$ cat src/rtl/core/pipp_pkg.sv
// Shared types and constants for the point-in-polygon parity core.
package pipp_pkg;

	// Width of every coordinate port, whatever part of it is used.
	localparam int unsigned FIELD_W = 32;

	// Vertex count saturates here; fewer than this many vertices is no polygon.
	localparam logic [1:0] MIN_VERTICES = 2'd3;

	// Per-request control that travels down the pipeline with the edge data.
	typedef struct packed {
		logic first;    // request opened a new polygon
		logic last;     // request closes the polygon and yields a result
		logic few;      // fewer than three vertices seen, this one included
	} pipp_flags_t;

endpackage

$ cat src/rtl/core/pipp_front.sv
// Polygon state (query point, first and previous vertex, count) and stage 1 register.
module pipp_front import pipp_pkg::*; #(
	parameter int unsigned CW = 32
) (
	input  logic                  clk,
	input  logic                  arst_n,
	input  logic                  load,
	input  logic [FIELD_W-1:0]    query_x,
	input  logic [FIELD_W-1:0]    query_y,
	input  logic [FIELD_W-1:0]    vertex_x,
	input  logic [FIELD_W-1:0]    vertex_y,
	input  logic                  first_vertex,
	input  logic                  last_vertex,
	output logic signed [CW-1:0]  px_s1,
	output logic signed [CW-1:0]  py_s1,
	output logic signed [CW-1:0]  vx_s1,
	output logic signed [CW-1:0]  vy_s1,
	output logic signed [CW-1:0]  prev_x_s1,
	output logic signed [CW-1:0]  prev_y_s1,
	output logic signed [CW-1:0]  start_x_s1,
	output logic signed [CW-1:0]  start_y_s1,
	output pipp_flags_t           flags_s1
);

	logic signed [CW-1:0] point_x_q, point_y_q;
	logic signed [CW-1:0] start_x_q, start_y_q;
	logic signed [CW-1:0] prior_x_q, prior_y_q;
	logic [1:0]           count_q;

	logic signed [CW-1:0] qx, qy, vx, vy;
	logic signed [CW-1:0] pt_x_nxt, pt_y_nxt, st_x_nxt, st_y_nxt;
	logic [1:0]           count_nxt;

	// Only the low CW bits of each coordinate carry meaning.
	assign qx = $signed(query_x[CW-1:0]);
	assign qy = $signed(query_y[CW-1:0]);
	assign vx = $signed(vertex_x[CW-1:0]);
	assign vy = $signed(vertex_y[CW-1:0]);

	always_comb begin
		pt_x_nxt = first_vertex ? qx : point_x_q;
		pt_y_nxt = first_vertex ? qy : point_y_q;
		st_x_nxt = first_vertex ? vx : start_x_q;
		st_y_nxt = first_vertex ? vy : start_y_q;
		if (first_vertex) begin
			count_nxt = 2'd1;
		end else if (count_q == MIN_VERTICES) begin
			count_nxt = count_q;
		end else begin
			count_nxt = count_q + 2'd1;
		end
	end

	always_ff @(posedge clk or negedge arst_n) begin
		if (!arst_n) begin
			point_x_q <= '0;
			point_y_q <= '0;
			start_x_q <= '0;
			start_y_q <= '0;
			prior_x_q <= '0;
			prior_y_q <= '0;
			count_q   <= '0;
		end else if (load) begin
			point_x_q <= pt_x_nxt;
			point_y_q <= pt_y_nxt;
			start_x_q <= st_x_nxt;
			start_y_q <= st_y_nxt;
			prior_x_q <= vx;
			prior_y_q <= vy;
			count_q   <= count_nxt;
		end
	end

	always_ff @(posedge clk) begin
		if (load) begin
			px_s1          <= pt_x_nxt;
			py_s1          <= pt_y_nxt;
			vx_s1          <= vx;
			vy_s1          <= vy;
			prev_x_s1      <= prior_x_q;
			prev_y_s1      <= prior_y_q;
			start_x_s1     <= st_x_nxt;
			start_y_s1     <= st_y_nxt;
			flags_s1.first <= first_vertex;
			flags_s1.last  <= last_vertex;
			flags_s1.few   <= (count_nxt < MIN_VERTICES);
		end
	end

endmodule

$ cat config.mk
export PLATFORM = sky130hd
export DESIGN_NAME = pipp_front
export DESIGN_NICKNAME = d
export VERILOG_FILES = /design/src/rtl/core/pipp_pkg.sv /design/src/rtl/core/pipp_front.sv
export SDC_FILE = /design/constraint.sdc
export NUM_CORES = 1
export LEC_CHECK = 0
export BUFFER_PORTS_ARGS = -buffer_cell sky130_fd_sc_hd__buf_2
export CORE_ASPECT_RATIO = 1.2
export CORE_UTILIZATION = 50
export CTS_CLUSTER_SIZE = 16
export DETAILED_ROUTE_END_ITERATION = 16
export HOLD_SLACK_MARGIN = 0.12
export PLACE_DENSITY = 0.76
export SYNTH_ARGS = -nofsm -noshare
export SYNTH_HDL_FRONTEND = slang
export SYNTH_SLANG_ARGS = --single-unit
$ cat constraint.sdc
create_clock -name clk -period 1 [get_ports clk]
set_input_delay 0.1 -clock clk [delete_from_list [all_inputs] [get_ports clk]]
set_output_delay 0.1 -clock clk [all_outputs]
set_load 0.005 [all_outputs]
After elaboration in Yosys (flattened, before gate mapping)
Index checks and enable logic that the tools add are counted.

$add $sub $neg: 1. Multiply operators: 0. Divide/modulo/power cells: 0. Magnitude comparators: 1. Equality and inequality tests: 1. Shift operators: 0. Muxes and demuxes: 6. Bitwise gates (word level): 0. Reduce and logical (&&, ||, !) cells: 0.

Operators by type and width (number): 2-to-1 mux 32 bit (4); 2-to-1 mux 2 bit (2); adder 2 x 1 -> 2 bit (second input constant) (1); equality test 2 bit (second input constant) (1); < comparator 2 bit (second input constant) (1).

Bits in registers: 453. Bits in latches: 0. Bits in writable memories: 0. Bits in read-only memories: 0. Output and inout bits: 259. Word-level logic and storage cells: 27. Memories kept: 0.

Depth between registers and ports, before layout
Depth in word-level cells: 4. Depth in mapped cells: 5.

Worst setup path after synthesis
OpenSTA, ideal clock, no wires.

Path kind: input -> register. Start point: input first_vertex. End point: register px_s1[27] (data pin). Setup time: 260 ps. Arrival: 883 ps. Path slack: -143 ps. Cell stages on the path: 4. Path buffers: 3. Path through: buf_2 > buf_4 > buf_6 > mux2_2.

Word-level cells in the longest chain between the ends: 1.

Ends and longest elaborated chain: from (decl) (RTL line pipp_front.sv:12) `input logic first_vertex,`; 2-to-1 mux 32 bit (RTL line pipp_front.sv:41) `pt_x_nxt = first_vertex ? qx : point_x_q;`; via pt_x_nxt[27] (RTL line pipp_front.sv:31) `logic signed [CW-1:0] pt_x_nxt, pt_y_nxt, st_x_nxt, st_y_nxt;`; to (signal assigned) (RTL line pipp_front.sv:76) `px_s1 <= pt_x_nxt;`; to (decl) (RTL line pipp_front.sv:14) `output logic signed [CW-1:0] px_s1,`.

The timed path passes the listed nets, and every way through them passes these cells. A chain may end at the register's enable or synchronous reset.

Final worst setup path
Start point: register start_y_s1[16]. End point: output start_y_s1[16].

RTL lines: from (decl) (RTL line pipp_front.sv:21) `output logic signed [CW-1:0] start_y_s1,`; from (signal assigned) (RTL line pipp_front.sv:83) `start_y_s1 <= st_y_nxt;`.

No word-level cell between the ends.

==> summary.md <==
| Metric | Value |
|---|---|
| Die Area | `~0.035 mm2` |
| Pwr Density | `a little under 2000 mW/mm2` |
| FMAX | `just over 800 MHz` |
| Final Setup Violations | `roughly 260` |
| DP HPWL | `about 24,000 um` |
| Critical path cell sequence | `buf_2` |
| Synthesized flop and latch total | `453` |
| Synth unique cells | `12` |
| Xor and xnor area share after synthesis | `0` |
| Leak Pwr | `10.1 nW` |
| Largest net degree at the start of global routing | `43` |
| DRC viols | `0` |
| ANT nets after route | `0` |
| CTS Root Cell | `clkbuf_16` |
| Iteration-0 DRC Markers | `418` |
| Final hold vios | `0` |
| Share of cells above drive strength 1 | `0.581` |
| CTS tree | `built` |
| Post-synth top area share | `0.456` |
| Yosys top cell by area | `edfxtp_1` |
| Core area | `between 0.03 and 0.04 mm2` |
| Mapped cell area | `approximately 0.017 mm2` |
| Post-Syn Instances | `817` |
| Power, Total | `about 45 mW` |
| Placement Setup Slack | `-0.220 ns` |
| Final min period | `around 1.2 ns` |
| Startpoint type of the worst setup path | `flop` |
| Final RePlAce weighted congestion | `0.775` |
| Simple-gate share of the synthesized area | `0.00176` |
| First drt pass iteration count | `5` |
| Clock Latency Late Sink | `0.54 ns` |
| Slew Limit Headroom | `0.748` |
| Final net count | `between 1,500 and 2,000` |
| Failing checks | `negative setup slack` |
| Main combinational cell family by area after synthesis | `multiplexers` |
| Synth Area in Adders | `0` |
| First-pass GRT wire length | `56,500 um` |
| Number of placement rows | `73` |
| Vias post-DR | `9,495` |
| Pin slew with the least headroom to its limit | `roughly 0.38 ns` |
| CTS sink count | `453` |
| Final Util | `0.689` |
| Gr usage total | `0.214` |
| CP Buf/Inv Count | `1` |
| Worst min path class | `in -> async` |
| Top post-synthesis cells by area | `edfxtp_1 46%, dfrtp_1 28%, mux2_2 13%, mux2_4 11%, buf_6 1.5%` |
| Run status | `complete, but fails checks` |
| Drt wl/cell | `19.5 um` |
| VDD IR-drop max | `approximately 0.0013 V` |
| Worst-path cell with the longest stage delay | `edfxtp_1` |
| Input/output buffers | `between 300 and 400` |
| RSZ-0062 raised after global routing | `true` |
| Arrival @ worst endpoint | `approximately 1.1 ns` |
| Final period util | `1.20` |
| Yosys warnings | `0` |
| DIE WIDTH | `approximately 170 um` |
| Max-Cap Viols | `0` |
| Largest fanout on the critical path | `1` |
| Num CTS Buffers | `43` |
| Synth Net Count | `950` |
| Setup repair bufs after CTS | `0` |
| Kind of critical path | `reg -> out` |
| Initial core utilization | `0.512` |
| Htree depth | `2` |
| Final count of pins violating max slew | `0` |
| DR vias/cell | `a little under 5` |
| Fin worst setup slack | `-0.203 ns` |
| Required time of the worst setup path | `about 0.9 ns` |
| Die H | `roughly 200 um` |
| IO Pins | `just under 400` |
| Clock tree buffer depth | `3` |
| Top delay family on crit path | `flip-flops` |
| Crit. End Element | `output port` |
| Slowest Stage Delay on Critical Path | `0.42 ns` |
| Initial antenna violation count | `1` |
| Mux share of post-synthesis cell area | `0.238` |
| Post-CTS Hold Fix Bufs | `135` |
| Gr ovfl total | `0` |
| Number of global-route vias before repair | `just over 10,000` |
| Clk_skew | `approximately 0.015 ns` |
| Sequential-to-total area share from yosys stat | `0.740` |
| Post-synthesis compound-gate area fraction | `0.000587` |
| Syn-to-layout area delta | `34.6%` |
| Clock slew at the register clock pins of the worst setup and hold paths | `about 0.06 ns` |
| Filler cell count | `2,052` |
| Mean Syn Cell Area | `roughly 21 um2` |
| Final wirelength | `37,300 um` |
-- metrics by stage --
step           hold slack [ns]  cell area [um2]  setup TNS [ns]  instances
2_1_floorplan           -0.196            17300           -5.03        817
3_3_place_gp            0.0615            20100          -41.10       1695
3_5_place_dp            0.0660            20100          -45.48       1695
4_1_cts                 0.0460            22900          -44.02       1909
5_1_grt                 0.0667            23000          -47.92       1909
6_report                0.0625            23000          -36.16       1910
-- cells in the final DEF (no fill, tap or decap), drive strengths merged, types with 2 or more instances in the layout --
cell,n
dfrtp,194
edfxtp,259
clkinv,8
buf,464
nor2,2
dlygate4sd3,133
bufinv,3
mux2,320
a21oi,2
clkbuf,68
-- registers in the layout, summed over array words and instances, names as in the netlist, 32 cells and up --
register	flops
prior_y_q	32
point_y_q	32
start_y_s1	32
prior_x_q	32
vx_s1	32
py_s1	32
start_x_q	32
vy_s1	32
point_x_q	32
prev_x_s1	32
start_x_s1	32
px_s1	32
prev_y_s1	32
start_y_q	32
-- worst paths after layout --
| check | end | from | cells after the start | slack, ns |
|---|---|---|---|---|
| hold / removal | prior_y_q[16]$_DFFE_PN0P_ | arst_n | 2 | 0.06 |
| setup reg to reg | start_y_s1[8]$_DFFE_PP_ | start_y_q[8]$_DFFE_PN0P_ | 1 | 0.07 |
| min in group clk | py_s1[11]$_DFFE_PP_ | first_vertex | 3 | 0.13 |
| setup / recovery | start_y_s1[16] | start_y_s1[16]$_DFFE_PP_ | 1 | -0.20 |
| hold reg to reg | prev_x_s1[3]$_DFFE_PP_ | prior_x_q[3]$_DFFE_PN0P_ | 0 | 0.43 |
| max in group asynchronous | prior_y_q[14]$_DFFE_PN0P_ | arst_n | 3 | 0.38 |
-- cell usage after synthesis (all sizes together) --
cell and n:
nor4bb 1, a21oi 2, dfrtp 194, mux2 320
nor2 2, buf 37, nand2 1, nand2b 1
edfxtp 259
-- power by group --
part	switching [mW]	internal, mW
sequential	0.863	22.0
clock	6.63	9.63
combinational	2.09	3.28
-- final cells by class --
type	instances	area, um2	area share
flip-flops and latches	453	12600	0.550
multi-input cells	327	4180	0.182
well taps	450	563	0.0245
repair buffers	600	4170	0.181
clock inverters	13	140	0.00610
diodes	1	2.50	0.000109
clock buffers	66	1280	0.0559
-- per-layer routing --
metal	share of wire	GRT usage	routed length, um	vias to the layer above
met2	0.51	0.371	19200	359
met3	0.066	0.0509	2450	79
met5	0	0	0	-
met4	0.032	0.0811	1190	0
met1	0.39	0.257	14500	4766
li1	-	-	-	4291
-- repair_timing --
item / in CTS / in global routing
endpoints found under the setup margin: 259 / 295
gates cloned: 0 / 1
hold endpoints to repair: 591 / 23
resized for setup: 4 / 3
-- cell families (layout without fill, tap and decap cells) --
family,after synthesis,in the layout
buffers and inverters,37,679
other,0,1
and+or+nand+nor,5,5
muxes,320,320
DFF,453,453
AOI/OAI and AO/OA,2,2
Power figures use the tool's default switching activity.
