## config.mk

```make
export PLATFORM = sky130hd
export DESIGN_NAME = pipp_back
export DESIGN_NICKNAME = d
export VERILOG_FILES = /design/src/rtl/core/pipp_pkg.sv /design/src/rtl/core/pipp_back.sv
export SDC_FILE = /design/constraint.sdc
export NUM_CORES = 1
export LEC_CHECK = 0
export ABC_AREA = 1
export BUFFER_PORTS_ARGS = -buffer_cell sky130_fd_sc_hd__buf_4
export CAP_MARGIN = 20
export CORE_MARGIN = 8
export CORE_UTILIZATION = 47
export DETAILED_ROUTE_END_ITERATION = 8
export PLACE_DENSITY = 0.9
export SLEW_MARGIN = 20
export SYNTH_ARGS = -nofsm -noshare
export SYNTH_HDL_FRONTEND = slang
export SYNTH_SLANG_ARGS = --single-unit
```

## constraint.sdc

```tcl
create_clock -name clk -period 1.47 [get_ports clk]
set_input_delay 0.3675 -clock clk [delete_from_list [all_inputs] [get_ports clk]]
set_output_delay 0.3675 -clock clk [all_outputs]
set_load 0.005 [all_outputs]
```

## src/rtl/core/pipp_pkg.sv

```systemverilog
// Shared types and constants for the point-in-polygon parity core.
package pipp_pkg;

	// Width of every coordinate port, whatever part of it is used.
	localparam int unsigned FIELD_W = 32;

	// Vertex count saturates here; fewer than this many vertices is no polygon.
	localparam logic [1:0] MIN_VERTICES = 2'd3;

	// Per-request control that travels down the pipeline with the edge data.
	typedef struct packed {
		logic first;    // request opened a new polygon
		logic last;     // request closes the polygon and yields a result
		logic few;      // fewer than three vertices seen, this one included
	} pipp_flags_t;

endpackage

```

## src/rtl/core/pipp_back.sv

```systemverilog
// Crossing decisions, running parity and the result register.
module pipp_back import pipp_pkg::*; #(
	parameter int unsigned CW = 32
) (
	input  logic                       clk,
	input  logic                       arst_n,
	input  logic                       en,
	input  pipp_flags_t                flags_s2,
	input  logic                       e_straddle,
	input  logic                       e_dy_neg,
	input  logic signed [2*CW+1:0]     e_lhs,
	input  logic signed [2*CW+1:0]     e_rhs,
	input  logic                       c_straddle,
	input  logic                       c_dy_neg,
	input  logic signed [2*CW+1:0]     c_lhs,
	input  logic signed [2*CW+1:0]     c_rhs,
	output logic                       inside_res,
	output logic                       too_few_vertices
);

	logic parity_q;
	logic e_cross, c_cross, parity_nxt, closed;

	// A crossing exactly at the point is not strictly right of it, so no toggle.
	assign e_cross = e_straddle && (e_lhs != e_rhs) && ((e_lhs < e_rhs) != e_dy_neg);
	assign c_cross = c_straddle && (c_lhs != c_rhs) && ((c_lhs < c_rhs) != c_dy_neg);

	assign parity_nxt = flags_s2.first ? 1'b0 : (parity_q ^ e_cross);
	assign closed     = parity_nxt ^ c_cross;

	always_ff @(posedge clk or negedge arst_n) begin
		if (!arst_n) begin
			parity_q <= 1'b0;
		end else if (en) begin
			parity_q <= parity_nxt;
		end
	end

	always_ff @(posedge clk) begin
		if (en && flags_s2.last) begin
			inside_res       <= closed && !flags_s2.few;
			too_few_vertices <= flags_s2.few;
		end
	end

endmodule

```

After elaboration in Yosys (flattened, before gate mapping)
Cells that the tools add are included.

cells by class
  reductions and logical operators = 7
  $lt $le $gt $ge = 2
  equal/unequal tests = 4
  multiplexer cells = 1
  bitwise gates (word level) = 2

operators with widths
  kind               number
  $lt 66x66->1       2
  $ne 66x66->1       2
  $logic_and 1x1->1  6
  $ne 1x1->1         2
  $xor 1x1->1        2
  $logic_not 1->1    1
  $mux 1             1

word-level totals
  output and inout bits = 2
  bits in registers = 3
  input bits = 274

Depth between registers and ports, before layout
Gate-level depths: netlist (run 1).

  word-level depth = 7
  mapped depth = 21
  mapped depth without buffers = 21

Least setup slack after synthesis (run 1)
OpenSTA, ideal clock, no wires.

  kind = input-to-reg
  start point = input port e_rhs[65]
  end point = register inside_res, data pin
  arrival = 1791 ps
  setup time = 253 ps
  path slack = -573 ps
  data required time = 1217 ps
  cell stages on the path = 17
  path buffers = 0
  cells stage by stage = inv_1 -> ha_1 -> nand4_2 -> nor2_4 -> nand2_2 -> nor2_2 -> nand2_1 -> nand3_1 -> nor2_1 -> nand2_1 -> nand2_1 -> nand2_2 -> nand3_2 -> nand2_2 -> nor2_2 -> nor2_1 -> nor2_1

between the ends
  longest elaborated chain between the ends = 7
  elaborated cells on any way between the ends = 9
  classes of those cells = order compare (1); eq/ne (2); mux (1); bitwise (2); reduce/logical (3)

ends and longest elaborated chain
  item                                             RTL line         source
  start: declaration                               pipp_back.sv:12  input logic signed [2*CW+1:0] e_rhs,
  $lt 66x66->1 or $ne 66x66->1 (tied branches)     pipp_back.sv:25  assign e_cross = e_straddle && (e_lhs != e_rhs) && ((e_lhs < e_rhs) != e_dy_neg);
  $ne 1x1->1 or $logic_and 1x1->1 (tied branches)  pipp_back.sv:25
  $logic_and 1x1->1 *                              pipp_back.sv:25
  $xor 1x1->1 *                                    pipp_back.sv:28  assign parity_nxt = flags_s2.first ? 1'b0 : (parity_q ^ e_cross);
  $mux 1 *                                         pipp_back.sv:28
  $xor 1x1->1 *                                    pipp_back.sv:29  assign closed = parity_nxt ^ c_cross;
  $logic_and 1x1->1 *                              pipp_back.sv:41  inside_res <= closed && !flags_s2.few;
  end signal: assignment                           pipp_back.sv:41
  end: declaration                                 pipp_back.sv:17  output logic inside_res,

Mark *: on every way between the ends. The rest lies on a longest branch, timed or not.
A chain may end at the register's enable or synchronous reset.

Worst setup path in the final report (run 1)
  start point = input port e_rhs[8]
  end point = register inside_res, data pin

Same word-level chain as after synthesis.

==> results_tabular.tex, run 1 <==
\begin{tabular}{lr}
\hline
Metric & Value \\
\hline
\multicolumn{2}{l}{\textbf{Detailed routing}} \\
Via/cell ratio & 5.36 \\
Avg WL per Cell & 19.2 um \\
Final routed wirelength across all metal layers & 20400 um \\
Number of DRC markers after the initial detailed-route iteration & 295 \\
Total number of vias & 5696 \\
Final antenna-violating net count & 0 \\
Number of search-and-repair iterations in the first detailed-routing pass & 7 \\
Post-detailed-route DRC marker count & 0 \\
\multicolumn{2}{l}{\textbf{Layout}} \\
Area occupied by registers & 85.1 sq um \\
Combined area of the multi-input logic cells & 3840 sq um \\
Most common cell after layout, fill and taps aside & buf\_4 \\
Layout area overhead & 81.8\% \\
Final Net Count & 1364 \\
Fillers & 443 \\
Most frequent cells in the layout & 291 x buf\_4, 150 x inv\_1, 142 x nand2\_1, 92 x ha\_1, 49 x a21oi\_1 \\
Post-Layout Inst Area & 7160 sq um \\
Ratio of cells with drive above 1 in the final layout & 0.445 \\
Antenna Diode Count & 0 \\
\multicolumn{2}{l}{\textbf{Worst setup path}} \\
Crit Path Max Fanout & 3 \\
Type of element launching the critical path & input pin \\
Worst setup EP type & register \\
Worst path arrival time & 2220 ps \\
Critical Setup Path Class & input pin to register \\
Delay of the slowest critical-path stage & 220 ps \\
Ordered list of cells on the worst path & buf\_4 -> inv\_1 -> ha\_4 -> nand2\_4 -> buf\_4 -> a21oi\_4 -> nor2\_2 -> nand2\_1 -> nand2\_1 -> nand2\_1 -> nand2\_1 -> nand2\_1 -> nand2\_1 -> nand3\_1 -> nand2\_2 -> nand3\_2 -> nand2\_2 -> nor2\_2 -> nor2\_1 -> nor2\_1 \\
Crit-path slowest cell & ha\_4 \\
Largest delay contributor family on the critical path & simple AND/OR/NAND/NOR gates \\
Register-to-Register Path Depth & 5 \\
Instance count on the critical path & 20 \\
Crit path from & e\_rhs[8] \\
Sum of buffers and inverters on the critical path & 3 \\
Critical path required time & 1450 ps \\
Worst reg2reg startpoint & parity\_q \\
CP most frequent cell & nand2\_1 \\
\multicolumn{2}{l}{\textbf{Floorplanning}} \\
Area of the placeable core & 8180 sq um \\
Die height & 108 um \\
Row Count & 33 \\
Die area & 11600 sq um \\
Die Width & 108 um \\
Starting density of the core & 0.482 \\
Boundary pin count & 276 \\
\multicolumn{2}{l}{\textbf{Synth}} \\
Number of library cell types mapped by synthesis & 28 \\
Synthesized instance count & 647 \\
Yosys warning count & 0 \\
Mean instance size in the synthesized netlist & 6.09 sq um \\
Sequential element share of the synthesized area & 0.0216 \\
Post-Synthesis Net Count & 1053 \\
Synthesized area & 3940 sq um \\
Synthesized flop and latch total & 3 \\
\multicolumn{2}{l}{\textbf{Pwr}} \\
Highest ir drop seen on vdd & 0.213 mV \\
Total power divided by cell area & 338 nW/um\^{}2 \\
Static Leakage & 4.18 nW \\
Design Power & 2.42 mW \\
\multicolumn{2}{l}{\textbf{STA}} \\
Setup repair after global routing missed its margin & yes \\
Final setup violating endpoints & 2 \\
Worst-Margin Slew & 290 ps \\
Post-Route Skew & 1.19 ps \\
Final hold vios & 0 \\
Min setup slack post-route & -770 ps \\
Slew HR & 0.806 \\
Hold slack final & 340 ps \\
Count of pins over their slew limit & 0 \\
Achievable clock frequency & 0.446 GHz \\
Clock period minus worst slack & 2240 ps \\
Crit share post-route & 1.52 \\
\multicolumn{2}{l}{\textbf{Global route}} \\
Largest net degree at the start of global routing & 5 \\
Overall routing resource usage & 0.322 \\
Global-route wire length before repair & 29900 um \\
Overflow left after global routing & 0 \\
Via count of the first global-routing pass & 6191 \\
Antenna violations before repair & 0 \\
\multicolumn{2}{l}{\textbf{CTS}} \\
Clock Latency Late Sink & 220 ps \\
CTS tree & built \\
Clock tree root driver cell & clkbuf\_8 \\
Total clock sinks & 3 \\
H-tree Lvls & 1 \\
Clock-pin slew on the worst setup and hold paths & 30 ps \\
Number of clock buffers inserted by TritonCTS & 3 \\
Worst-case clock buffer depth & 2 \\
\multicolumn{2}{l}{\textbf{Min path}} \\
Worst hold-check path type & input pin to register \\
Hold wc startpoint & flags\_s2[0] \\
Worst hold path stage count & 1 \\
\multicolumn{2}{l}{\textbf{Status}} \\
Status & finished with violations \\
Failing checks & negative setup slack \\
\multicolumn{2}{l}{\textbf{Run}} \\
Max capacitance violation total & 0 \\
\multicolumn{2}{l}{\textbf{Placement}} \\
Port Buf Inserts & 275 \\
Placer Congestion & 0.915 \\
Placed cell areas & 6580 sq um \\
DP HPWL & 15300 um \\
\hline
\end{tabular}
report_power, final:
group | internal [mW] | switching, mW
Clock | 0.186 | 0.0646
Sequential | 0.0996 | 0.00661
Combinational | 1.11 | 0.959
synthesized netlist by cell type:
master	count	area (sq um)
nor3_1	4	20.0
inv_2	1	3.75
o21bai_1	1	7.51
dfrtp_1	1	25.0
nand4_1	14	87.6
nand3_1	12	60.1
inv_1	182	683
and2_4	1	8.76
nand4_2	1	12.5
and2_1	1	6.26
o21ai_0	9	45.0
a21oi_1	53	265
xor2_1	1	8.76
nand2_1	152	571
nor2_2	2	12.5
ha_1	132	1650
edfxtp_1	2	60.1
nor2_1	51	191
o21a_1	6	45.0
nand2_2	3	18.8
nor2_4	2	22.5
a21o_1	7	52.6
a21oi_2	1	8.76
xnor2_1	1	8.76
nor4_1	2	12.5
o21ai_1	2	10.0
nand3_2	2	20.0
nand4_4	1	21.3
path summary, 6_finish.rpt:
path                                          to  slack [ps]
worst max register to register        inside_res         460
max in group asynchronous               parity_q         900
worst min-delay path            too_few_vertices         340
worst min register to register          parity_q         640
min in group asynchronous               parity_q         480
worst max-delay path                  inside_res        -770
per-layer routing:
metal	wire length [um]	vias to the layer above	GRT usage
met5	0	-	0
met1	6580	2513	0.301
li1	-	2655	-
met3	2130	127	0.0946
met4	1480	0	0.204
met2	10200	401	0.599
stage by stage:
stage / instances / utilization / worst slack (ps) / TNS [ps]
floorplan: 647 / - / -493 / -837
global placement: 1052 / 0.805 / -754 / -1350
detailed placement: 1052 / 0.805 / -865 / -1570
CTS: 1061 / 0.868 / -585 / -1120
global route: 1062 / 0.876 / -849 / -1680
finish: 1062 / 0.876 / -770 / -1510
sequential cells by signal, summed over array words and instances (netlist names):
name and cells:
inside_res 1, parity_q 1, too_few_vertices 1
logic make-up after synthesis:
family / synth area share
AND/OR/NAND/NOR: 0.270
flip-flops: 0.0216
buffers and inverters: 0.174
AO/OA/AOI/OAI: 0.110
adder cells (fa/ha/maj): 0.419
XOR/XNOR: 0.00445
final cells by class:
| type | instances | area share |
|---|---|---|
| repair buffers | 306 | 0.328 |
| well taps | 105 | 0.0183 |
| flip-flops and latches | 3 | 0.0119 |
| inverters | 183 | 0.0994 |
| clock buffers | 4 | 0.00629 |
| multi-input cells | 461 | 0.536 |
timing repair:
action                                  in CTS  in global routing
resized for setup                           81                 18
hold buffers                                 1                  0
hold endpoints to repair                     1                  0
setup buffers                                4                  1
pin swaps                                   46                 13
endpoints found under the setup margin       2                  2
Note: power is estimated with default switching activity, not from simulation.
==> inputs of run 2 (changes only) <==
==> constraint.sdc (replaced) <==
create_clock -name clk -period 2.75 [get_ports clk]
set_input_delay 0.6875 -clock clk [delete_from_list [all_inputs] [get_ports clk]]
set_output_delay 0.6875 -clock clk [all_outputs]
set_load 0.005 [all_outputs]
==> run 2 against run 1 <==
- the run now ends clean
- global-route usage decreased by 8.1 points
- utilization decreased by 12 points
- clock skew decreased by 1.1 ps
- total power decreased by 58%
- critical endpoint unchanged
- register-to-register slack improved by 1300 ps
- clock power decreased by 46%
- sequential power decreased by 47%
==> results_tabular.tex, run 2 (synthesis results as in run 1) <==
\begin{tabular}{lr}
\hline
Metric & Value \\
\hline
\multicolumn{2}{l}{\textbf{Layout}} \\
Regs by FF count & inside\_res: 1 flops, parity\_q: 1 flops, too\_few\_vertices: 1 flops \\
Combined area of the multi-input logic cells & 3170 sq um \\
Ratio of cells with drive above 1 in the final layout & 0.315 \\
Most common cell after layout, fill and taps aside & buf\_4 \\
Layout area overhead & 56.9\% \\
Fillers & 639 \\
Most frequent cells in the layout & 275 x buf\_4, 182 x inv\_1, 152 x nand2\_1, 132 x ha\_1, 53 x a21oi\_1 \\
Final Net Count & 1333 \\
Area occupied by registers & 85.1 sq um \\
Antenna Diode Count & 0 \\
\multicolumn{2}{l}{\textbf{STA}} \\
Crit share post-route & 0.880 \\
Setup repair after global routing missed its margin & no \\
Slew HR & 0.795 \\
Count of pins over their slew limit & 0 \\
Post-Route Skew & 0.0639 ps \\
Achievable clock frequency & 0.413 GHz \\
Setup tns final & 0 ps \\
Final hold vios & 0 \\
Worst-Margin Slew & 305 ps \\
Final setup violating endpoints & 0 \\
Clock period minus worst slack & 2420 ps \\
\multicolumn{2}{l}{\textbf{Pwr}} \\
Highest ir drop seen on vdd & 0.106 mV \\
Total power divided by cell area & 163 nW/um\^{}2 \\
Design Power & 1.01 mW \\
Static Leakage & 4.02 nW \\
\multicolumn{2}{l}{\textbf{Status}} \\
Status & finished, final reports clean \\
\multicolumn{2}{l}{\textbf{Global route}} \\
Antenna violations before repair & 0 \\
Overall routing resource usage & 0.241 \\
Global-route wire length before repair & 22900 um \\
Via count of the first global-routing pass & 5182 \\
Overflow left after global routing & 0 \\
Largest net degree at the start of global routing & 5 \\
\multicolumn{2}{l}{\textbf{Worst setup path}} \\
Type of element launching the critical path & input pin \\
Worst setup EP type & register \\
Crit path from & e\_lhs[33] \\
Critical Setup Path Class & input pin to register \\
Crit Path Max Fanout & 3 \\
Worst reg2reg startpoint & parity\_q \\
Critical path required time & 2730 ps \\
Worst path arrival time & 2400 ps \\
\multicolumn{2}{l}{\textbf{Detailed routing}} \\
Number of DRC markers after the initial detailed-route iteration & 159 \\
Final routed wirelength across all metal layers & 14400 um \\
Number of search-and-repair iterations in the first detailed-routing pass & 4 \\
Avg WL per Cell & 14.0 um \\
Post-detailed-route DRC marker count & 0 \\
Total number of vias & 4948 \\
Via/cell ratio & 4.80 \\
Final antenna-violating net count & 0 \\
\multicolumn{2}{l}{\textbf{Floorplanning}} \\
Die area & 11600 sq um \\
Starting density of the core & 0.482 \\
Boundary pin count & 276 \\
Row Count & 33 \\
Area of the placeable core & 8180 sq um \\
Die Width & 108 um \\
Die height & 108 um \\
\multicolumn{2}{l}{\textbf{Run}} \\
Max capacitance violation total & 0 \\
\multicolumn{2}{l}{\textbf{CTS}} \\
CTS tree & built \\
Number of buffers inserted by hold repair at cts & 0 \\
Clock-pin slew on the worst setup and hold paths & 30 ps \\
Clock Latency Late Sink & 220 ps \\
Clock tree root driver cell & clkbuf\_8 \\
Worst-case clock buffer depth & 2 \\
Post-CTS repair timing setup buffer count & 0 \\
Number of clock buffers inserted by TritonCTS & 3 \\
Post\_cts resized & 0 \\
Total clock sinks & 3 \\
H-tree Lvls & 1 \\
\multicolumn{2}{l}{\textbf{Placement}} \\
Placer Congestion & 0.831 \\
Port Buf Inserts & 275 \\
DP HPWL & 13700 um \\
\multicolumn{2}{l}{\textbf{Min path}} \\
Worst hold-check path type & input pin to asynchronous set/reset pin \\
\hline
\end{tabular}
run 2: cell count changes in the layout (fill, tap and decap cells not counted), moves of 14 or more:
cell | before | now
ha_1 | 92 | 132
buf_6 | 14 | 0
buf_4 | 291 | 275
inv_2 | 26 | 1
ha_4 | 40 | 0
inv_1 | 150 | 182
run 2: final timing paths:
check | to | slack [ps] | cells past startpoint
setup / recovery | inside_res | 330 | 17
min in group clk | parity_q | 620 | 2
hold reg to reg | parity_q | 620 | 2
setup reg to reg | inside_res | 1750 | 5
hold / removal | parity_q | 230 | 1
max in group asynchronous | parity_q | 2440 | 1
run 2: area by class of cell:
cell class | count | area share
flip-flops and latches | 3 | 0.0138
multi-input cells | 461 | 0.513
clock buffers | 4 | 0.00729
inverters | 183 | 0.111
well taps | 105 | 0.0213
repair buffers | 275 | 0.334
run 2: metrics by stage:
stage	instance area (sq um)	hold WS, ps	utilization	setup WS, ps	cells
after floorplan	3940	392	-	387	647
after global placement	6140	464	0.751	162	1027
after detailed placement	6140	466	0.751	90.7	1027
after CTS	6180	230	0.756	330	1031
after global routing	6180	230	0.756	157	1031
final	6180	232	0.756	330	1031
run 2: where the power goes:
group          switching (mW)  internal [mW]
Sequential            0.00314         0.0532
Combinational           0.357          0.460
Clock                  0.0368         0.0995
run 2: layer usage:
| metal | up-vias | track usage | wire [um] |
|---|---|---|---|
| met5 | - | 0 | 0 |
| met4 | 0 | 0.0634 | 336 |
| met3 | 23 | 0.0725 | 1490 |
| met2 | 189 | 0.490 | 7520 |
| met1 | 2140 | 0.221 | 5080 |
| li1 | 2596 | - | - |
run 2: worst max-delay path, cell delays in order:
cell and delay [ps]:
buf_4 110, ha_1 300, nand4_1 200, nor2_1 200, nand2_1 80, nor2_1 100, nand2_1 50, nand3_1 60
nor2_1 50, nand2_1 50, nand2_1 60, nand2_2 100, nand3_2 80, nand2_2 70, nor2_2 40, nor2_1 90
nor2_1 50
==> inputs of run 3 (changes only) <==
--- a/config.mk
+++ b/config.mk
@@ -9,10 +9,9 @@
 export BUFFER_PORTS_ARGS = -buffer_cell sky130_fd_sc_hd__buf_4
 export CAP_MARGIN = 20
 export CORE_MARGIN = 8
-export CORE_UTILIZATION = 47
+export CORE_UTILIZATION = 25
 export DETAILED_ROUTE_END_ITERATION = 8
-export PLACE_DENSITY = 0.9
-export SLEW_MARGIN = 20
+export SLEW_MARGIN = 25
 export SYNTH_ARGS = -nofsm -noshare
 export SYNTH_HDL_FRONTEND = slang
 export SYNTH_SLANG_ARGS = --single-unit
==> run 3 against run 2 <==
- via count down 4.9%
- critical path type unchanged
- fmax down 0.15%
- clock power up 74%
- combinational power down 0.5%
- global-route usage down 9.9 points
- cell count up 11%
- total power up 9.5%
- hold slack worse by 1.4 ps
- critical path depth unchanged
- clock skew about the same
- sequential share of layout area about the same
- setup slack worse by 3.6 ps
==> results_tabular.tex, run 3 (synthesis results as in run 1) <==
\begin{tabular}{lr}
\hline
Metric & Value \\
\hline
\multicolumn{2}{l}{\textbf{Pwr}} \\
Total power divided by cell area & 174 nW/um\^{}2 \\
Design Power & 1.11 mW \\
Static Leakage & 4.04 nW \\
Highest ir drop seen on vdd & 0.145 mV \\
\multicolumn{2}{l}{\textbf{Worst setup path}} \\
Worst setup EP type & register \\
Worst path arrival time & 2400 ps \\
Critical Setup Path Class & input pin to register \\
Crit Path Max Fanout & 4 \\
Register-to-Register Path Depth & 5 \\
Type of element launching the critical path & input pin \\
Critical path required time & 2730 ps \\
\multicolumn{2}{l}{\textbf{STA}} \\
Clock period minus worst slack & 2420 ps \\
Count of pins over their slew limit & 0 \\
Slew HR & 0.785 \\
Worst-Margin Slew & 319 ps \\
Post-Route Skew & 0.0503 ps \\
Setup repair after global routing missed its margin & no \\
Final hold vios & 0 \\
Crit share post-route & 0.881 \\
Final setup violating endpoints & 0 \\
Achievable clock frequency & 0.413 GHz \\
Setup tns final & 0 ps \\
Hold slack final & 231 ps \\
\multicolumn{2}{l}{\textbf{Global route}} \\
Overall routing resource usage & 0.141 \\
Antenna violations before repair & 0 \\
Via count of the first global-routing pass & 4957 \\
Largest net degree at the start of global routing & 5 \\
Global-route wire length before repair & 23100 um \\
Overflow left after global routing & 0 \\
\multicolumn{2}{l}{\textbf{Floorplanning}} \\
Die height & 142 um \\
Die Width & 142 um \\
Boundary pin count & 276 \\
Starting density of the core & 0.252 \\
Area of the placeable core & 15700 sq um \\
Row Count & 46 \\
Die area & 20000 sq um \\
\multicolumn{2}{l}{\textbf{CTS}} \\
H-tree Lvls & 1 \\
Number of clock buffers inserted by TritonCTS & 3 \\
Post-CTS repair timing setup buffer count & 0 \\
Clock-pin slew on the worst setup and hold paths & 30 ps \\
Number of buffers inserted by hold repair at cts & 0 \\
CTS tree & built \\
Total clock sinks & 3 \\
Clock tree root driver cell & clkbuf\_16 \\
Clock Latency Late Sink & 230 ps \\
Post\_cts resized & 0 \\
Worst-case clock buffer depth & 2 \\
\multicolumn{2}{l}{\textbf{Layout}} \\
Final core occ & 0.407 \\
Final Net Count & 1335 \\
Most common cell after layout, fill and taps aside & buf\_4 \\
Most frequent cells in the layout & 277 x buf\_4, 182 x inv\_1, 152 x nand2\_1, 132 x ha\_1, 53 x a21oi\_1 \\
Ratio of cells with drive above 1 in the final layout & 0.317 \\
Antenna Diode Count & 0 \\
Layout area overhead & 61.6\% \\
Regs by FF count & inside\_res: 1 flops, parity\_q: 1 flops, too\_few\_vertices: 1 flops \\
\multicolumn{2}{l}{\textbf{Detailed routing}} \\
Via/cell ratio & 4.11 \\
Final routed wirelength across all metal layers & 14600 um \\
Total number of vias & 4706 \\
Post-detailed-route DRC marker count & 0 \\
Number of DRC markers after the initial detailed-route iteration & 56 \\
Final antenna-violating net count & 0 \\
Avg WL per Cell & 12.8 um \\
Number of search-and-repair iterations in the first detailed-routing pass & 4 \\
\multicolumn{2}{l}{\textbf{Min path}} \\
Worst hold-check path type & input pin to asynchronous set/reset pin \\
\multicolumn{2}{l}{\textbf{Placement}} \\
Port Buf Inserts & 275 \\
Placer Congestion & 0.862 \\
DP HPWL & 14000 um \\
\multicolumn{2}{l}{\textbf{Run}} \\
Max capacitance violation total & 0 \\
\multicolumn{2}{l}{\textbf{Status}} \\
Status & finished, final reports clean \\
\hline
\end{tabular}
-- run 3: path summary, 6_finish.rpt --
| kind | startpoint | to | slack, ps |
|---|---|---|---|
| worst max-delay path | e_lhs[65] | inside_res | 330 |
| worst min-delay path | arst_n | parity_q | 230 |
| worst max register to register | parity_q | inside_res | 1750 |
| worst min register to register | parity_q | parity_q | 600 |
| max in group asynchronous | arst_n | parity_q | 2440 |
| min in group clk | parity_q | parity_q | 600 |
-- run 3: worst max-delay path, cell delays in order --
cell,delay (ps)
buf_4,110
ha_1,360
nand4_2,160
nor2_4,180
nand2_2,70
nor2_2,120
nand2_1,60
nand3_1,60
nor2_1,50
nand2_1,50
nand2_1,50
nand2_2,90
nand3_2,90
nand2_2,70
nor2_2,40
nor2_1,90
nor2_1,50
-- run 3: where the power goes --
part	internal (mW)	switching [mW]	leakage, nW	total (mW)
combinational	0.460	0.353	3.97	0.813
clock	0.192	0.0449	0.0382	0.237
sequential	0.0532	0.00282	0.0323	0.0560
-- run 3: per-layer routing --
layer,part of all wire,track usage,wire [um],vias to the layer above
li1,-,-,-,2589
met1,0.39,0.148,5710,1925
met2,0.49,0.266,7140,185
met3,0.11,0.0538,1630,7
met4,0.0072,0.0215,105,0
met5,0,0,0,-
-- run 3: final cells by class --
| type | count | area (sq um) |
|---|---|---|
| well taps | 216 | 270 |
| multi-input cells | 461 | 3170 |
| repair buffers | 277 | 2080 |
| fillers | 1705 | 9290 |
| clock buffers | 4 | 78.8 |
| flip-flops and latches | 3 | 85.1 |
| inverters | 183 | 687 |
-- run 3: per-stage QoR --
stage,cell area [sq um],instances,worst slack (ps)
3_3_place_gp,6290,1140,77.1
6_report,6370,1144,326
5_1_grt,6370,1144,82.3
2_1_floorplan,3940,647,387
3_5_place_dp,6290,1140,51.3
4_1_cts,6370,1144,281
